===== config.mk =====
export PLATFORM = sky130hd
export DESIGN_NAME = shortest_remaining_time_scheduler_flat
export DESIGN_NICKNAME = d
export VERILOG_FILES = /design/src/sv/srt_pkg.sv /design/src/sv/srt_in_if.sv /design/src/sv/srt_out_if.sv /design/src/sv/srt_cell.sv /design/src/sv/shortest_remaining_time_scheduler.sv /design/src/flat_wrapper.sv
export VERILOG_INCLUDE_DIRS = /design/src /design/src/sv
export SDC_FILE = /design/constraint.sdc
export NUM_CORES = 2
export LEC_CHECK = 0
export BUFFER_PORTS_ARGS = -buffer_cell sky130_fd_sc_hd__buf_2
export CAP_MARGIN = 10
export CORE_ASPECT_RATIO = 0.9
export CORE_UTILIZATION = 50
export DETAILED_ROUTE_END_ITERATION = 10
export PLACE_DENSITY = 0.66
export SLEW_MARGIN = 15
export SYNTH_ARGS = -nofsm -noshare
export SYNTH_HDL_FRONTEND = slang
export SYNTH_SLANG_ARGS = --single-unit

===== constraint.sdc =====
create_clock -name i_clk -period 8.4 [get_ports i_clk]
set_input_delay 0.42 -clock i_clk [delete_from_list [all_inputs] [get_ports i_clk]]
set_output_delay 0.42 -clock i_clk [all_outputs]
set_load 0.1 [all_outputs]

===== src/sv/assert_macros.svh =====
// ----------------------------------------------------------------------------
// Assertion macros
// Shared concurrent assertion helpers for the scheduler RTL.
// ----------------------------------------------------------------------------
`ifndef ASSERT_MACROS_SVH
`define ASSERT_MACROS_SVH

`ifndef ASSERT_OFF

// Same-cycle implication, disabled during reset.
`define AST_IMP(name, clk, rstn, ante, cons) \
    name: assert property (@(posedge clk) disable iff (!rstn) (ante) |-> (cons)) \
        else $error("assertion failed");

// Next-cycle implication, disabled during reset.
`define AST_NEXT(name, clk, rstn, ante, cons) \
    name: assert property (@(posedge clk) disable iff (!rstn) (ante) |=> (cons)) \
        else $error("assertion failed");

`else

`define AST_IMP(name, clk, rstn, ante, cons)
`define AST_NEXT(name, clk, rstn, ante, cons)

`endif

`endif


===== src/sv/srt_pkg.sv =====
// ----------------------------------------------------------------------------
// Scheduler package
// Field widths, codes and shared types of the shortest-remaining-time
// scheduler.
// ----------------------------------------------------------------------------
package srt_pkg;

    // Default sizes.
    localparam int MAX_PROCS_DEF = 16;
    localparam int TIME_BITS_DEF = 16;

    // Field widths of the input and result items.
    localparam int KIND_W   = 2;
    localparam int ARR_W    = 16;
    localparam int BURST_W  = 16;
    localparam int STATUS_W = 3;
    localparam int TICK_W   = 16;
    localparam int ID_W     = 5;
    localparam int START_W  = 16;
    localparam int END_W    = 17;
    localparam int TA_W     = 17;
    localparam int WAIT_W   = 16;
    localparam int DONE_W   = 5;
    localparam int SUM_W    = 21;

    // Item kinds.
    typedef enum logic [KIND_W-1:0] {
        KIND_LOAD  = 2'd0,
        KIND_TICK  = 2'd1,
        KIND_CLEAR = 2'd2
    } t_kind;

    // Result status codes.
    typedef enum logic [STATUS_W-1:0] {
        STAT_LOADED    = 3'd0,
        STAT_FULL      = 3'd1,
        STAT_RAN       = 3'd2,
        STAT_IDLE      = 3'd3,
        STAT_CLEARED   = 3'd4,
        STAT_EXHAUSTED = 3'd5
    } t_status;

    // Commands broadcast to the cell row.
    typedef enum logic [1:0] {
        OP_NONE  = 2'd0,
        OP_LOAD  = 2'd1,
        OP_RUN   = 2'd2,
        OP_CLEAR = 2'd3
    } t_op;

    typedef struct packed {
        t_op                op;
        logic [ARR_W-1:0]   arr;
        logic [BURST_W-1:0] burst;
    } t_cmd;

    // Best candidate so far, passed from cell to cell.
    typedef struct packed {
        logic               vld;
        logic [BURST_W-1:0] rem;
        logic [ARR_W-1:0]   arr;
        logic [BURST_W-1:0] burst;
        logic               started;
    } t_cand;

    // One result item.
    typedef struct packed {
        t_status             status;
        logic [TICK_W-1:0]   tick_time;
        logic [ID_W-1:0]     proc_id;
        logic                switched;
        logic                finished;
        logic [START_W-1:0]  start_time;
        logic [END_W-1:0]    end_time;
        logic [TA_W-1:0]     turnaround;
        logic [WAIT_W-1:0]   waiting;
        logic [DONE_W-1:0]   completed_count;
        logic [SUM_W-1:0]    total_turnaround;
        logic [SUM_W-1:0]    total_waiting;
    } t_result;

endpackage


===== src/sv/srt_in_if.sv =====
// ----------------------------------------------------------------------------
// Scheduler input channel
// Valid/ready channel carrying one command item.
// ----------------------------------------------------------------------------
interface srt_in_if;
    logic                         valid;
    logic                         ready;
    logic [srt_pkg::KIND_W-1:0]   kind;
    logic [srt_pkg::ARR_W-1:0]    arrival_time;
    logic [srt_pkg::BURST_W-1:0]  burst_length;

    modport source (output valid, kind, arrival_time, burst_length, input ready);
    modport sink   (input valid, kind, arrival_time, burst_length, output ready);
endinterface


===== src/sv/srt_out_if.sv =====
// ----------------------------------------------------------------------------
// Scheduler result channel
// Valid/ready channel carrying one result item.
// ----------------------------------------------------------------------------
interface srt_out_if;
    logic                          valid;
    logic                          ready;
    logic [srt_pkg::STATUS_W-1:0]  status;
    logic [srt_pkg::TICK_W-1:0]    tick_time;
    logic [srt_pkg::ID_W-1:0]      proc_id;
    logic                          switched;
    logic                          finished;
    logic [srt_pkg::START_W-1:0]   start_time;
    logic [srt_pkg::END_W-1:0]     end_time;
    logic [srt_pkg::TA_W-1:0]      turnaround;
    logic [srt_pkg::WAIT_W-1:0]    waiting;
    logic [srt_pkg::DONE_W-1:0]    completed_count;
    logic [srt_pkg::SUM_W-1:0]     total_turnaround;
    logic [srt_pkg::SUM_W-1:0]     total_waiting;

    modport source (
        output valid, status, tick_time, proc_id, switched, finished, start_time,
               end_time, turnaround, waiting, completed_count, total_turnaround,
               total_waiting,
        input  ready
    );
    modport sink (
        input  valid, status, tick_time, proc_id, switched, finished, start_time,
               end_time, turnaround, waiting, completed_count, total_turnaround,
               total_waiting,
        output ready
    );
endinterface


===== src/sv/srt_cell.sv =====
// ----------------------------------------------------------------------------
// Scheduler cell
// Holds one process slot and compares it against the candidate handed in by
// the previous cell, passing the better one on to the next cell.
// ----------------------------------------------------------------------------
module srt_cell #(
    parameter int MAX_PROCS = srt_pkg::MAX_PROCS_DEF,
    parameter int TIME_BITS = srt_pkg::TIME_BITS_DEF,
    parameter int INDEX     = 0,
    localparam int IDX_W    = (MAX_PROCS > 1) ? $clog2(MAX_PROCS) : 1
) (
    input  logic                  i_clk,
    input  logic                  i_rst_n,
    input  srt_pkg::t_cmd         i_cmd,
    input  logic [IDX_W-1:0]      i_cmd_idx,
    input  logic [TIME_BITS-1:0]  i_now,
    input  srt_pkg::t_cand        i_cand,
    input  logic [IDX_W-1:0]      i_cand_id,
    input  logic [TIME_BITS-1:0]  i_cand_start,
    output srt_pkg::t_cand        o_cand,
    output logic [IDX_W-1:0]      o_cand_id,
    output logic [TIME_BITS-1:0]  o_cand_start
);
    import srt_pkg::*;

    localparam int CMP_W = (TIME_BITS > ARR_W) ? TIME_BITS : ARR_W;

    logic                 r_vld;
    logic                 r_started;
    logic [ARR_W-1:0]     r_arr;
    logic [BURST_W-1:0]   r_burst;
    logic [BURST_W-1:0]   r_rem;
    logic [TIME_BITS-1:0] r_start;
    t_cand                r_cand;
    logic [IDX_W-1:0]     r_cand_id;
    logic [TIME_BITS-1:0] r_cand_start;

    logic  w_hit;
    logic  w_ready;
    logic  w_take;
    t_cand w_own;

    assign w_hit = (i_cmd_idx == IDX_W'(INDEX));

    // Slot flags, cleared by reset and by a clear command.
    always_ff @(posedge i_clk) begin
        if (!i_rst_n) begin
            r_vld     <= 1'b0;
            r_started <= 1'b0;
        end else begin
            case (i_cmd.op)
                OP_CLEAR: begin
                    r_vld     <= 1'b0;
                    r_started <= 1'b0;
                end
                OP_LOAD: begin
                    if (w_hit) begin
                        r_vld     <= 1'b1;
                        r_started <= 1'b0;
                    end
                end
                OP_RUN: begin
                    if (w_hit) begin
                        r_started <= 1'b1;
                    end
                end
                default: ;
            endcase
        end
    end

    // Slot payload: written on load, updated when this slot runs.
    always_ff @(posedge i_clk) begin
        case (i_cmd.op)
            OP_LOAD: begin
                if (w_hit) begin
                    r_arr   <= i_cmd.arr;
                    r_burst <= i_cmd.burst;
                    r_rem   <= i_cmd.burst;
                end
            end
            OP_RUN: begin
                if (w_hit) begin
                    r_rem <= r_rem - BURST_W'(1);
                    if (!r_started) begin
                        r_start <= i_now;
                    end
                end
            end
            default: ;
        endcase
    end

    // A slot competes once it has arrived and still has work left. A tie on
    // remaining work goes to the earlier arrival, then to the lower slot.
    assign w_ready = r_vld && (r_rem != '0) && (CMP_W'(r_arr) <= CMP_W'(i_now));
    assign w_take  = w_ready && (!i_cand.vld || (r_rem < i_cand.rem) ||
                     ((r_rem == i_cand.rem) && (r_arr < i_cand.arr)));

    always_comb begin
        w_own.vld     = 1'b1;
        w_own.rem     = r_rem;
        w_own.arr     = r_arr;
        w_own.burst   = r_burst;
        w_own.started = r_started;
    end

    // Candidate stage toward the next cell.
    always_ff @(posedge i_clk) begin
        if (!i_rst_n) begin
            r_cand <= '0;
        end else begin
            r_cand <= w_take ? w_own : i_cand;
        end
    end

    always_ff @(posedge i_clk) begin
        r_cand_id    <= w_take ? IDX_W'(INDEX) : i_cand_id;
        r_cand_start <= w_take ? r_start : i_cand_start;
    end

    assign o_cand       = r_cand;
    assign o_cand_id    = r_cand_id;
    assign o_cand_start = r_cand_start;

endmodule


===== src/sv/shortest_remaining_time_scheduler.sv =====
// ----------------------------------------------------------------------------
// Shortest-remaining-time scheduler
// Preemptive scheduler over a row of process cells with running totals.
// ----------------------------------------------------------------------------
// Each process lives in one cell of a row of MAX_PROCS cells. A tick sweeps
// the best candidate down the row, one cell per clock, so the time a tick
// takes grows with the length of the cell row; load, clear and unknown
// items skip the search state and go straight to apply, calc and finish.
// The result sits in an output register, so a new item can be taken while
// the previous result still waits. Slot contents need no clearing pass:
// only per-slot valid flags are reset.
`include "assert_macros.svh"

module shortest_remaining_time_scheduler #(
    parameter int MAX_PROCS = srt_pkg::MAX_PROCS_DEF,
    parameter int TIME_BITS = srt_pkg::TIME_BITS_DEF
) (
    input  logic       i_clk,
    input  logic       i_rst_n,
    srt_in_if.sink     i_in,
    srt_out_if.source  o_out
);
    import srt_pkg::*;

    localparam int IDX_W = (MAX_PROCS > 1) ? $clog2(MAX_PROCS) : 1;
    localparam int CNT_W = $clog2(MAX_PROCS + 1);
    localparam int CMP_W = (TIME_BITS > ARR_W) ? TIME_BITS : ARR_W;
    localparam int WIDE  = CMP_W + 1;
    localparam int SUM_X = ((WIDE > SUM_W) ? WIDE : SUM_W) + 1;
    localparam logic [IDX_W-1:0]     CNT_LAST = IDX_W'(MAX_PROCS - 1);
    localparam logic [TIME_BITS-1:0] TIME_MAX = '1;
    localparam logic [SUM_W-1:0]     SUM_MAX  = '1;

    typedef enum logic [4:0] {
        S_IDLE   = 5'b00001,
        S_SEARCH = 5'b00010,
        S_APPLY  = 5'b00100,
        S_CALC   = 5'b01000,
        S_FINISH = 5'b10000
    } t_state;

    t_state               r_state;
    t_state               n_state;
    logic [IDX_W-1:0]     r_cnt;
    logic [KIND_W-1:0]    r_kind;
    logic [ARR_W-1:0]     r_arr;
    logic [BURST_W-1:0]   r_burst;
    logic [CNT_W-1:0]     r_loaded;
    logic [TIME_BITS-1:0] r_now;
    logic                 r_exh;
    logic [CNT_W-1:0]     r_last;
    logic [CNT_W-1:0]     r_done;
    logic [SUM_W-1:0]     r_tsum;
    logic [SUM_W-1:0]     r_wsum;
    logic [SUM_W-1:0]     n_tsum;
    logic [SUM_W-1:0]     n_wsum;
    t_status              r_status;
    logic [TIME_BITS-1:0] r_tick;
    logic [CNT_W-1:0]     r_id;
    logic                 r_sw;
    logic                 r_fin;
    logic [TIME_BITS-1:0] r_st;
    logic [WIDE-1:0]      r_en;
    logic [ARR_W-1:0]     r_warr;
    logic [BURST_W-1:0]   r_wburst;
    logic [WIDE-1:0]      r_ta;
    logic                 r_ovld;
    t_result              r_res;

    logic                 w_in_acc;
    logic                 w_out_free;
    logic                 w_full;
    t_cmd                 w_cmd;
    logic [IDX_W-1:0]     w_idx;
    t_cand                w_cand  [MAX_PROCS+1];
    logic [IDX_W-1:0]     w_cid   [MAX_PROCS+1];
    logic [TIME_BITS-1:0] w_cst   [MAX_PROCS+1];
    t_cand                w_win;
    logic [IDX_W-1:0]     w_win_id;
    logic [TIME_BITS-1:0] w_win_start;
    logic [CNT_W-1:0]     w_run_id;
    logic [WIDE-1:0]      w_wt;
    logic [SUM_X-1:0]     w_tsum_x;
    logic [SUM_X-1:0]     w_wsum_x;
    t_result              w_res;

    assign i_in.ready = (r_state == S_IDLE);
    assign w_in_acc   = i_in.valid && i_in.ready;
    assign w_out_free = !r_ovld || o_out.ready;
    assign w_full     = (r_loaded == CNT_W'(MAX_PROCS));

    // Cell row: candidate enters empty at the head and leaves at the tail.
    assign w_cand[0] = '0;
    assign w_cid[0]  = '0;
    assign w_cst[0]  = '0;

    for (genvar g = 0; g < MAX_PROCS; g++) begin : g_cell
        srt_cell #(
            .MAX_PROCS (MAX_PROCS),
            .TIME_BITS (TIME_BITS),
            .INDEX     (g)
        ) u_cell (
            .i_clk        (i_clk),
            .i_rst_n      (i_rst_n),
            .i_cmd        (w_cmd),
            .i_cmd_idx    (w_idx),
            .i_now        (r_now),
            .i_cand       (w_cand[g]),
            .i_cand_id    (w_cid[g]),
            .i_cand_start (w_cst[g]),
            .o_cand       (w_cand[g+1]),
            .o_cand_id    (w_cid[g+1]),
            .o_cand_start (w_cst[g+1])
        );
    end

    assign w_win       = w_cand[MAX_PROCS];
    assign w_win_id    = w_cid[MAX_PROCS];
    assign w_win_start = w_cst[MAX_PROCS];
    assign w_run_id    = CNT_W'(w_win_id) + CNT_W'(1);

    // Command to the cell row, issued in the apply cycle.
    always_comb begin
        w_cmd.op    = OP_NONE;
        w_cmd.arr   = r_arr;
        w_cmd.burst = r_burst;
        w_idx       = IDX_W'(r_loaded);
        if (r_state == S_APPLY) begin
            case (r_kind)
                KIND_LOAD: begin
                    if (!w_full) begin
                        w_cmd.op = OP_LOAD;
                    end
                end
                KIND_TICK: begin
                    if (!r_exh && w_win.vld) begin
                        w_cmd.op = OP_RUN;
                        w_idx    = w_win_id;
                    end
                end
                KIND_CLEAR: begin
                    w_cmd.op = OP_CLEAR;
                end
                default: ;
            endcase
        end
    end

    // Sequencer.
    always_comb begin
        n_state = r_state;
        case (r_state)
            S_IDLE: begin
                if (w_in_acc) begin
                    n_state = (i_in.kind == KIND_TICK) ? S_SEARCH : S_APPLY;
                end
            end
            S_SEARCH: begin
                if (r_cnt == CNT_LAST) begin
                    n_state = S_APPLY;
                end
            end
            S_APPLY:  n_state = S_CALC;
            S_CALC:   n_state = S_FINISH;
            S_FINISH: begin
                if (w_out_free) begin
                    n_state = S_IDLE;
                end
            end
            default:  n_state = S_IDLE;
        endcase
    end

    // Waiting time and saturating totals of a completed process.
    assign w_wt = (r_fin && (r_ta >= WIDE'(r_wburst))) ? r_ta - WIDE'(r_wburst) : '0;
    assign w_tsum_x = SUM_X'(r_tsum) + SUM_X'(r_ta);
    assign w_wsum_x = SUM_X'(r_wsum) + SUM_X'(w_wt);

    always_comb begin
        n_tsum = r_tsum;
        n_wsum = r_wsum;
        if (r_fin) begin
            n_tsum = (w_tsum_x > SUM_X'(SUM_MAX)) ? SUM_MAX : SUM_W'(w_tsum_x);
            n_wsum = (w_wsum_x > SUM_X'(SUM_MAX)) ? SUM_MAX : SUM_W'(w_wsum_x);
        end
    end

    // Scheduler state and result flags.
    always_ff @(posedge i_clk) begin
        if (!i_rst_n) begin
            r_state  <= S_IDLE;
            r_cnt    <= '0;
            r_loaded <= '0;
            r_now    <= '0;
            r_exh    <= 1'b0;
            r_last   <= '0;
            r_done   <= '0;
            r_tsum   <= '0;
            r_wsum   <= '0;
            r_status <= STAT_IDLE;
            r_id     <= '0;
            r_sw     <= 1'b0;
            r_fin    <= 1'b0;
            r_ovld   <= 1'b0;
        end else begin
            r_state <= n_state;

            if (r_state == S_FINISH && w_out_free) begin
                r_ovld <= 1'b1;
            end else if (o_out.ready) begin
                r_ovld <= 1'b0;
            end

            case (r_state)
                S_IDLE: begin
                    r_cnt <= '0;
                end
                S_SEARCH: begin
                    r_cnt <= r_cnt + IDX_W'(1);
                end
                S_APPLY: begin
                    r_sw  <= 1'b0;
                    r_fin <= 1'b0;
                    r_id  <= '0;
                    case (r_kind)
                        KIND_LOAD: begin
                            if (w_full) begin
                                r_status <= STAT_FULL;
                            end else begin
                                r_status <= STAT_LOADED;
                                r_loaded <= r_loaded + CNT_W'(1);
                                r_id     <= r_loaded + CNT_W'(1);
                            end
                        end
                        KIND_TICK: begin
                            if (r_exh) begin
                                r_status <= STAT_EXHAUSTED;
                            end else begin
                                if (w_win.vld) begin
                                    r_status <= STAT_RAN;
                                    r_id     <= w_run_id;
                                    r_sw     <= (r_last != w_run_id);
                                    r_last   <= w_run_id;
                                    if (w_win.rem == BURST_W'(1)) begin
                                        r_fin  <= 1'b1;
                                        r_done <= r_done + CNT_W'(1);
                                    end
                                end else begin
                                    r_status <= STAT_IDLE;
                                end
                                if (r_now == TIME_MAX) begin
                                    r_exh <= 1'b1;
                                end else begin
                                    r_now <= r_now + TIME_BITS'(1);
                                end
                            end
                        end
                        KIND_CLEAR: begin
                            r_status <= STAT_CLEARED;
                            r_loaded <= '0;
                            r_now    <= '0;
                            r_exh    <= 1'b0;
                            r_last   <= '0;
                            r_done   <= '0;
                            r_tsum   <= '0;
                            r_wsum   <= '0;
                        end
                        default: begin
                            r_status <= STAT_IDLE;
                        end
                    endcase
                end
                S_FINISH: begin
                    if (w_out_free) begin
                        r_tsum <= n_tsum;
                        r_wsum <= n_wsum;
                    end
                end
                default: ;
            endcase
        end
    end

    // Input capture and completion figures.
    always_ff @(posedge i_clk) begin
        case (r_state)
            S_IDLE: begin
                if (w_in_acc) begin
                    r_kind  <= i_in.kind;
                    r_arr   <= i_in.arrival_time;
                    r_burst <= i_in.burst_length;
                end
            end
            S_APPLY: begin
                r_tick   <= r_now;
                r_st     <= w_win.started ? w_win_start : r_now;
                r_en     <= WIDE'(r_now) + WIDE'(1);
                r_warr   <= w_win.arr;
                r_wburst <= w_win.burst;
            end
            S_CALC: begin
                r_ta <= (r_fin && (r_en >= WIDE'(r_warr))) ? r_en - WIDE'(r_warr) : '0;
            end
            S_FINISH: begin
                if (w_out_free) begin
                    r_res <= w_res;
                end
            end
            default: ;
        endcase
    end

    // Result assembly.
    always_comb begin
        w_res.status           = r_status;
        w_res.tick_time        = TICK_W'(r_tick);
        w_res.proc_id          = ID_W'(r_id);
        w_res.switched         = r_sw;
        w_res.finished         = r_fin;
        w_res.start_time       = r_fin ? START_W'(r_st) : '0;
        w_res.end_time         = r_fin ? END_W'(r_en) : '0;
        w_res.turnaround       = TA_W'(r_ta);
        w_res.waiting          = WAIT_W'(w_wt);
        w_res.completed_count  = DONE_W'(r_done);
        w_res.total_turnaround = n_tsum;
        w_res.total_waiting    = n_wsum;
    end

    assign o_out.valid            = r_ovld;
    assign o_out.status           = r_res.status;
    assign o_out.tick_time        = r_res.tick_time;
    assign o_out.proc_id          = r_res.proc_id;
    assign o_out.switched         = r_res.switched;
    assign o_out.finished         = r_res.finished;
    assign o_out.start_time       = r_res.start_time;
    assign o_out.end_time         = r_res.end_time;
    assign o_out.turnaround       = r_res.turnaround;
    assign o_out.waiting          = r_res.waiting;
    assign o_out.completed_count  = r_res.completed_count;
    assign o_out.total_turnaround = r_res.total_turnaround;
    assign o_out.total_waiting    = r_res.total_waiting;

    // The table never holds more processes than it has cells.
    `AST_IMP(a_loaded_max, i_clk, i_rst_n, 1'b1, r_loaded <= CNT_W'(MAX_PROCS))
    // Time only stops once it has reached its largest value.
    `AST_IMP(a_exh_at_max, i_clk, i_rst_n, r_exh, r_now == TIME_MAX)
    // No more processes complete than were loaded.
    `AST_IMP(a_done_le_loaded, i_clk, i_rst_n, 1'b1, r_done <= r_loaded)
    // The sweep ends after the last cell and hands over to the update.
    `AST_NEXT(a_sweep_end, i_clk, i_rst_n, r_state == S_SEARCH && r_cnt == CNT_LAST, r_state == S_APPLY)

endmodule

===== src/flat_wrapper.sv =====
// flat-port wrapper written by rule: the top's interface ports become plain ports
module shortest_remaining_time_scheduler_flat import srt_pkg::*;
#(
    parameter int MAX_PROCS = srt_pkg::MAX_PROCS_DEF,
    parameter int TIME_BITS = srt_pkg::TIME_BITS_DEF
)
  (i_clk, i_rst_n, i_in_valid, i_in_kind, i_in_arrival_time, i_in_burst_length, i_in_ready, o_out_valid, o_out_status, o_out_tick_time, o_out_proc_id, o_out_switched, o_out_finished, o_out_start_time, o_out_end_time, o_out_turnaround, o_out_waiting, o_out_completed_count, o_out_total_turnaround, o_out_total_waiting, o_out_ready);
  srt_in_if i_in_i ();
  srt_out_if o_out_i ();
  input  logic i_clk;
  input  logic i_rst_n;
  input wire logic [$bits(i_in_i.valid)-1:0] i_in_valid;
  input wire logic [$bits(i_in_i.kind)-1:0] i_in_kind;
  input wire logic [$bits(i_in_i.arrival_time)-1:0] i_in_arrival_time;
  input wire logic [$bits(i_in_i.burst_length)-1:0] i_in_burst_length;
  output wire logic [$bits(i_in_i.ready)-1:0] i_in_ready;
  output wire logic [$bits(o_out_i.valid)-1:0] o_out_valid;
  output wire logic [$bits(o_out_i.status)-1:0] o_out_status;
  output wire logic [$bits(o_out_i.tick_time)-1:0] o_out_tick_time;
  output wire logic [$bits(o_out_i.proc_id)-1:0] o_out_proc_id;
  output wire logic [$bits(o_out_i.switched)-1:0] o_out_switched;
  output wire logic [$bits(o_out_i.finished)-1:0] o_out_finished;
  output wire logic [$bits(o_out_i.start_time)-1:0] o_out_start_time;
  output wire logic [$bits(o_out_i.end_time)-1:0] o_out_end_time;
  output wire logic [$bits(o_out_i.turnaround)-1:0] o_out_turnaround;
  output wire logic [$bits(o_out_i.waiting)-1:0] o_out_waiting;
  output wire logic [$bits(o_out_i.completed_count)-1:0] o_out_completed_count;
  output wire logic [$bits(o_out_i.total_turnaround)-1:0] o_out_total_turnaround;
  output wire logic [$bits(o_out_i.total_waiting)-1:0] o_out_total_waiting;
  input wire logic [$bits(o_out_i.ready)-1:0] o_out_ready;
  assign i_in_i.valid = i_in_valid;
  assign i_in_i.kind = i_in_kind;
  assign i_in_i.arrival_time = i_in_arrival_time;
  assign i_in_i.burst_length = i_in_burst_length;
  assign i_in_ready = i_in_i.ready;
  assign o_out_valid = o_out_i.valid;
  assign o_out_status = o_out_i.status;
  assign o_out_tick_time = o_out_i.tick_time;
  assign o_out_proc_id = o_out_i.proc_id;
  assign o_out_switched = o_out_i.switched;
  assign o_out_finished = o_out_i.finished;
  assign o_out_start_time = o_out_i.start_time;
  assign o_out_end_time = o_out_i.end_time;
  assign o_out_turnaround = o_out_i.turnaround;
  assign o_out_waiting = o_out_i.waiting;
  assign o_out_completed_count = o_out_i.completed_count;
  assign o_out_total_turnaround = o_out_i.total_turnaround;
  assign o_out_total_waiting = o_out_i.total_waiting;
  assign o_out_i.ready = o_out_ready;
  shortest_remaining_time_scheduler #(.MAX_PROCS(MAX_PROCS), .TIME_BITS(TIME_BITS)) u_core (.i_clk(i_clk), .i_rst_n(i_rst_n), .i_in(i_in_i), .o_out(o_out_i));
endmodule

==> flow_summary.json <==
{
  "avgSynthCellArea_um2": 11.30,
  "worstPathRequired_ns": 9.26,
  "hold_slack_ns": 0.2194,
  "rsz0062_at_grt": "false",
  "multi_input_area_um2": 44980,
  "final_cell_mix": "1,569 x nand2_1, 1,295 x edfxtp_1, 1,229 x dfxtp_1, 815 x ha_1, 694 x mux2i_1",
  "ios": 179,
  "fmaxAchievable_mhz": 184.0,
  "antenna_found_initial": 10,
  "dieArea_um2": 225900,
  "drt_first_pass_iters": 6,
  "h-tree-depth": 5,
  "min_period_ns": 5.436,
  "slew_violations": 0,
  "die_h_um": 451.0,
  "start_util": 0.5041,
  "total_power_mw": 27.36,
  "regArea_um2": 63540,
  "rows": 164,
  "clock_skew_ns": 0.06640,
  "grt_pass1_vias": 72800,
  "ys_seq_area_frac": 0.5672,
  "p_leak_nw": 45.17,
  "grt-ovfl-total": 0,
  "cts_tree": "yes",
  "max_cap_violations": 0,
  "vias": 73780,
  "finalHoldViolCount": 0,
  "synth_top_area_frac": 0.3472,
  "worstSetupStartpointType": "flip-flop",
  "cts_root_buffer": "clkbuf_16",
  "yosysUniqueCellTypes": 91,
  "synth_cells": 9913,
  "clkTransAtPathRegs_ns": 0.06,
  "hold_path.class": "input port to flip-flop",
  "p_per_area_nw_per_um2": 217.5,
  "ant_nets": 0,
  "grt_start_max_net_pins": 238,
  "syn_nets": 10770,
  "power_frac_comb": 0.067,
  "cp-end-kind": "flip-flop",
  "die_w_um": 500.9,
  "io_buffers": 178,
  "ys_seq_elements": 2526,
  "hpwl_um": 194900,
  "worstSkewPairLatency_ns": 0.92,
  "grt_usage": 0.2427,
  "areaGrowthSynthToFinish_pct": 12.28,
  "vdd.ir_drop.worst_v": 0.0001685,
  "synth_top_area_cell": "edfxtp_1",
  "drc_errors": 0,
  "cp-startpoint": "u_core.r_ta[8]",
  "routed_wl_um": 277900,
  "p_seq_frac": 0.501,
  "synthTopCellsByArea": "edfxtp_1 35%, dfxtp_1 22%, ha_1 9.1%, mux2i_1 6.2%, nand2_1 5.3%",
  "cts_resized": 0,
  "tightest_slew_ns": 1.196,
  "p_switching_mw": 6.480,
  "drt-initial-drc-count": 6761,
  "setup_tns_ns": 0,
  "p_clk_frac": 0.432,
  "clockBufferDepth": 4,
  "grt_pass1_wl_um": 424800,
  "drive_gt1_frac": 0.1040,
  "async_flop_share": 0,
  "switching_share": 0.2369,
  "arrival_ns": 6.30,
  "nNetsFinal": 10990,
  "crit_fanout": 17,
  "fin_crit_sh": 0.6471,
  "synth_ff_type": "edfxtp_1",
  "clkSinkCount": 2526,
  "place_congestion": 0.9124,
  "internal_power_mw": 20.88,
  "syn_area_um2": 112000,
  "synth_warnings": 0,
  "hp-start": "i_in_arrival_time[0]",
  "path_class": "flip-flop to flip-flop",
  "synth-edff-count": 1295,
  "routedWlPerCell_um": 20.84,
  "setup_viol": 0,
  "core_um2": 222200,
  "num-fill-cells": 18400,
  "outcome": "completed",
  "mostFrequentLayoutCell": "nand2_1",
  "cts_buffers": 279,
  "max_slew_margin": 0.2026,
  "via_per_inst": 5.535,
  "r2r_start": "u_core.r_ta[8]"
}
-- worst paths after layout --
check,to,slack [ns],depth (start not counted)
worst max-delay path,u_core.r_wsum[20],2.96,20
worst min-delay path,u_core.r_arr[0],0.22,2
worst max register to register,u_core.r_wsum[20],2.96,20
worst min register to register,u_core.r_wburst[8],0.38,0
-- layer usage --
layer	GRT usage	routed length [um]	up-vias
li1	-	-	35500
met1	0.3294	123600	35560
met2	0.3900	126900	2178
met3	0.03560	16190	548
met4	0.09612	11140	2
met5	0	8	-
-- critical path, stage by stage, from the launching register on --
cell and delay, ns:
edfxtp_1 0.47, ha_1 0.39, a21o_1 0.18, a21oi_1 0.22, o21ai_0 0.17, a21oi_1 0.27, nand3_1 0.11, o2111ai_1 0.16
and2_1 0.56, nor2_1 0.13, ha_1 0.28, inv_1 0.10, fa_1 0.21, nor2b_1 0.07, o31a_1 0.28, a221oi_1 0.73
o21ai_0 0.23, o21a_1 0.29, and3_1 0.22, a21oi_1 0.15, a2bb2oi_1 0.15
-- area by class of cell --
cell class,instances,share of cell area
Antenna cell,4,0.00007958
Clock inverter,97,0.007530
Sequential cell,2526,0.5051
Timing Repair Buffer,352,0.01904
Multi-Input combinational cell,6358,0.3576
Tap cell,2988,0.02972
Clock buffer,388,0.06245
Inverter,617,0.01843
-- synth_stat cells (9+ instances only) --
| library cell | number |
|---|---|
| nand2_1 | 1569 |
| edfxtp_1 | 1295 |
| dfxtp_1 | 1231 |
| ha_1 | 816 |
| mux2i_1 | 694 |
| inv_1 | 613 |
| a21oi_1 | 497 |
| nor2_1 | 345 |
| o21ai_0 | 324 |
| clkbuf_1 | 319 |
| mux2_2 | 234 |
| nand3_1 | 167 |
| a21o_1 | 160 |
| xnor2_1 | 159 |
| nor2b_1 | 132 |
| nand4_1 | 117 |
| nor3_1 | 116 |
| xor2_1 | 115 |
| a21boi_0 | 102 |
| o21a_1 | 78 |
| a31oi_1 | 70 |
| and2_1 | 60 |
| buf_2 | 56 |
| nand2b_1 | 56 |
| nor4_1 | 53 |
| a211oi_1 | 44 |
| or2_2 | 41 |
| or3_1 | 39 |
| o211ai_1 | 34 |
| or4_1 | 32 |
| and3_1 | 30 |
| o31ai_1 | 27 |
| a22o_1 | 22 |
| a2111oi_0 | 20 |
| buf_1 | 20 |
| o2111ai_1 | 17 |
| and4_1 | 15 |
| nand3b_1 | 14 |
| o31a_1 | 12 |
| o21bai_1 | 11 |
| buf_4 | 10 |
| nand4b_1 | 10 |
| a221oi_1 | 9 |
| mux2_1 | 9 |
-- timing repair --
action / 4_1_cts / 5_1_grt
setup endpoints to repair: 0 / 0
hold endpoints to repair: 41 / 0
setup buffers: 0 / 0
hold buffers: 37 / 0
-- power by group through the flow --
stage               Clock, mW  Sequential (mW)  Combinational, mW
floorplan                   0             14.1              0.841
global placement            0             14.0               1.79
detailed placement          0             14.0               1.83
CTS                      12.0             13.7               1.85
global route             12.5             13.7               1.99
finish                   11.8             13.7               1.85
-- kinds of logic after synthesis --
family                   share of synthesized area
flip-flops                                  0.5672
adder cells (fa/ha/maj)                    0.09186
buffers and inverters                      0.03585
AND/OR/NAND/NOR                             0.1134
multiplexers                               0.08644
XOR/XNOR                                   0.02142
AO/OA/AOI/OAI                              0.08385
-- through the flow --
stage	instance area (um^2)	instances	worst slack, ns	util
2_1_floorplan	112000	9913	1.945	-
3_3_place_gp	116500	12800	2.989	0.5245
3_5_place_dp	116600	12800	3.013	0.5246
4_1_cts	125800	13330	2.989	0.5659
5_1_grt	125800	13330	2.380	0.5659
6_report	125800	13330	2.964	0.5660
-- sequential cells by signal (all words and copies together), names as in the netlist, 17 cells and up --
register,flops
u_core.g_cell.u_cell.o_cand,800
u_core.g_cell.u_cell.o_cand_id,49
u_core.g_cell.u_cell.o_cand_start,256
u_core.g_cell.u_cell.r_arr,256
u_core.g_cell.u_cell.r_burst,256
u_core.g_cell.u_cell.r_rem,256
u_core.g_cell.u_cell.r_start,256
u_core.o_out.end_time,17
u_core.o_out.total_turnaround,21
u_core.o_out.total_waiting,21
u_core.o_out.turnaround,17
u_core.r_en,17
u_core.r_ta,17
u_core.r_tsum,21
u_core.r_wsum,21
No activity file was read; power rests on OpenSTA's default activity.
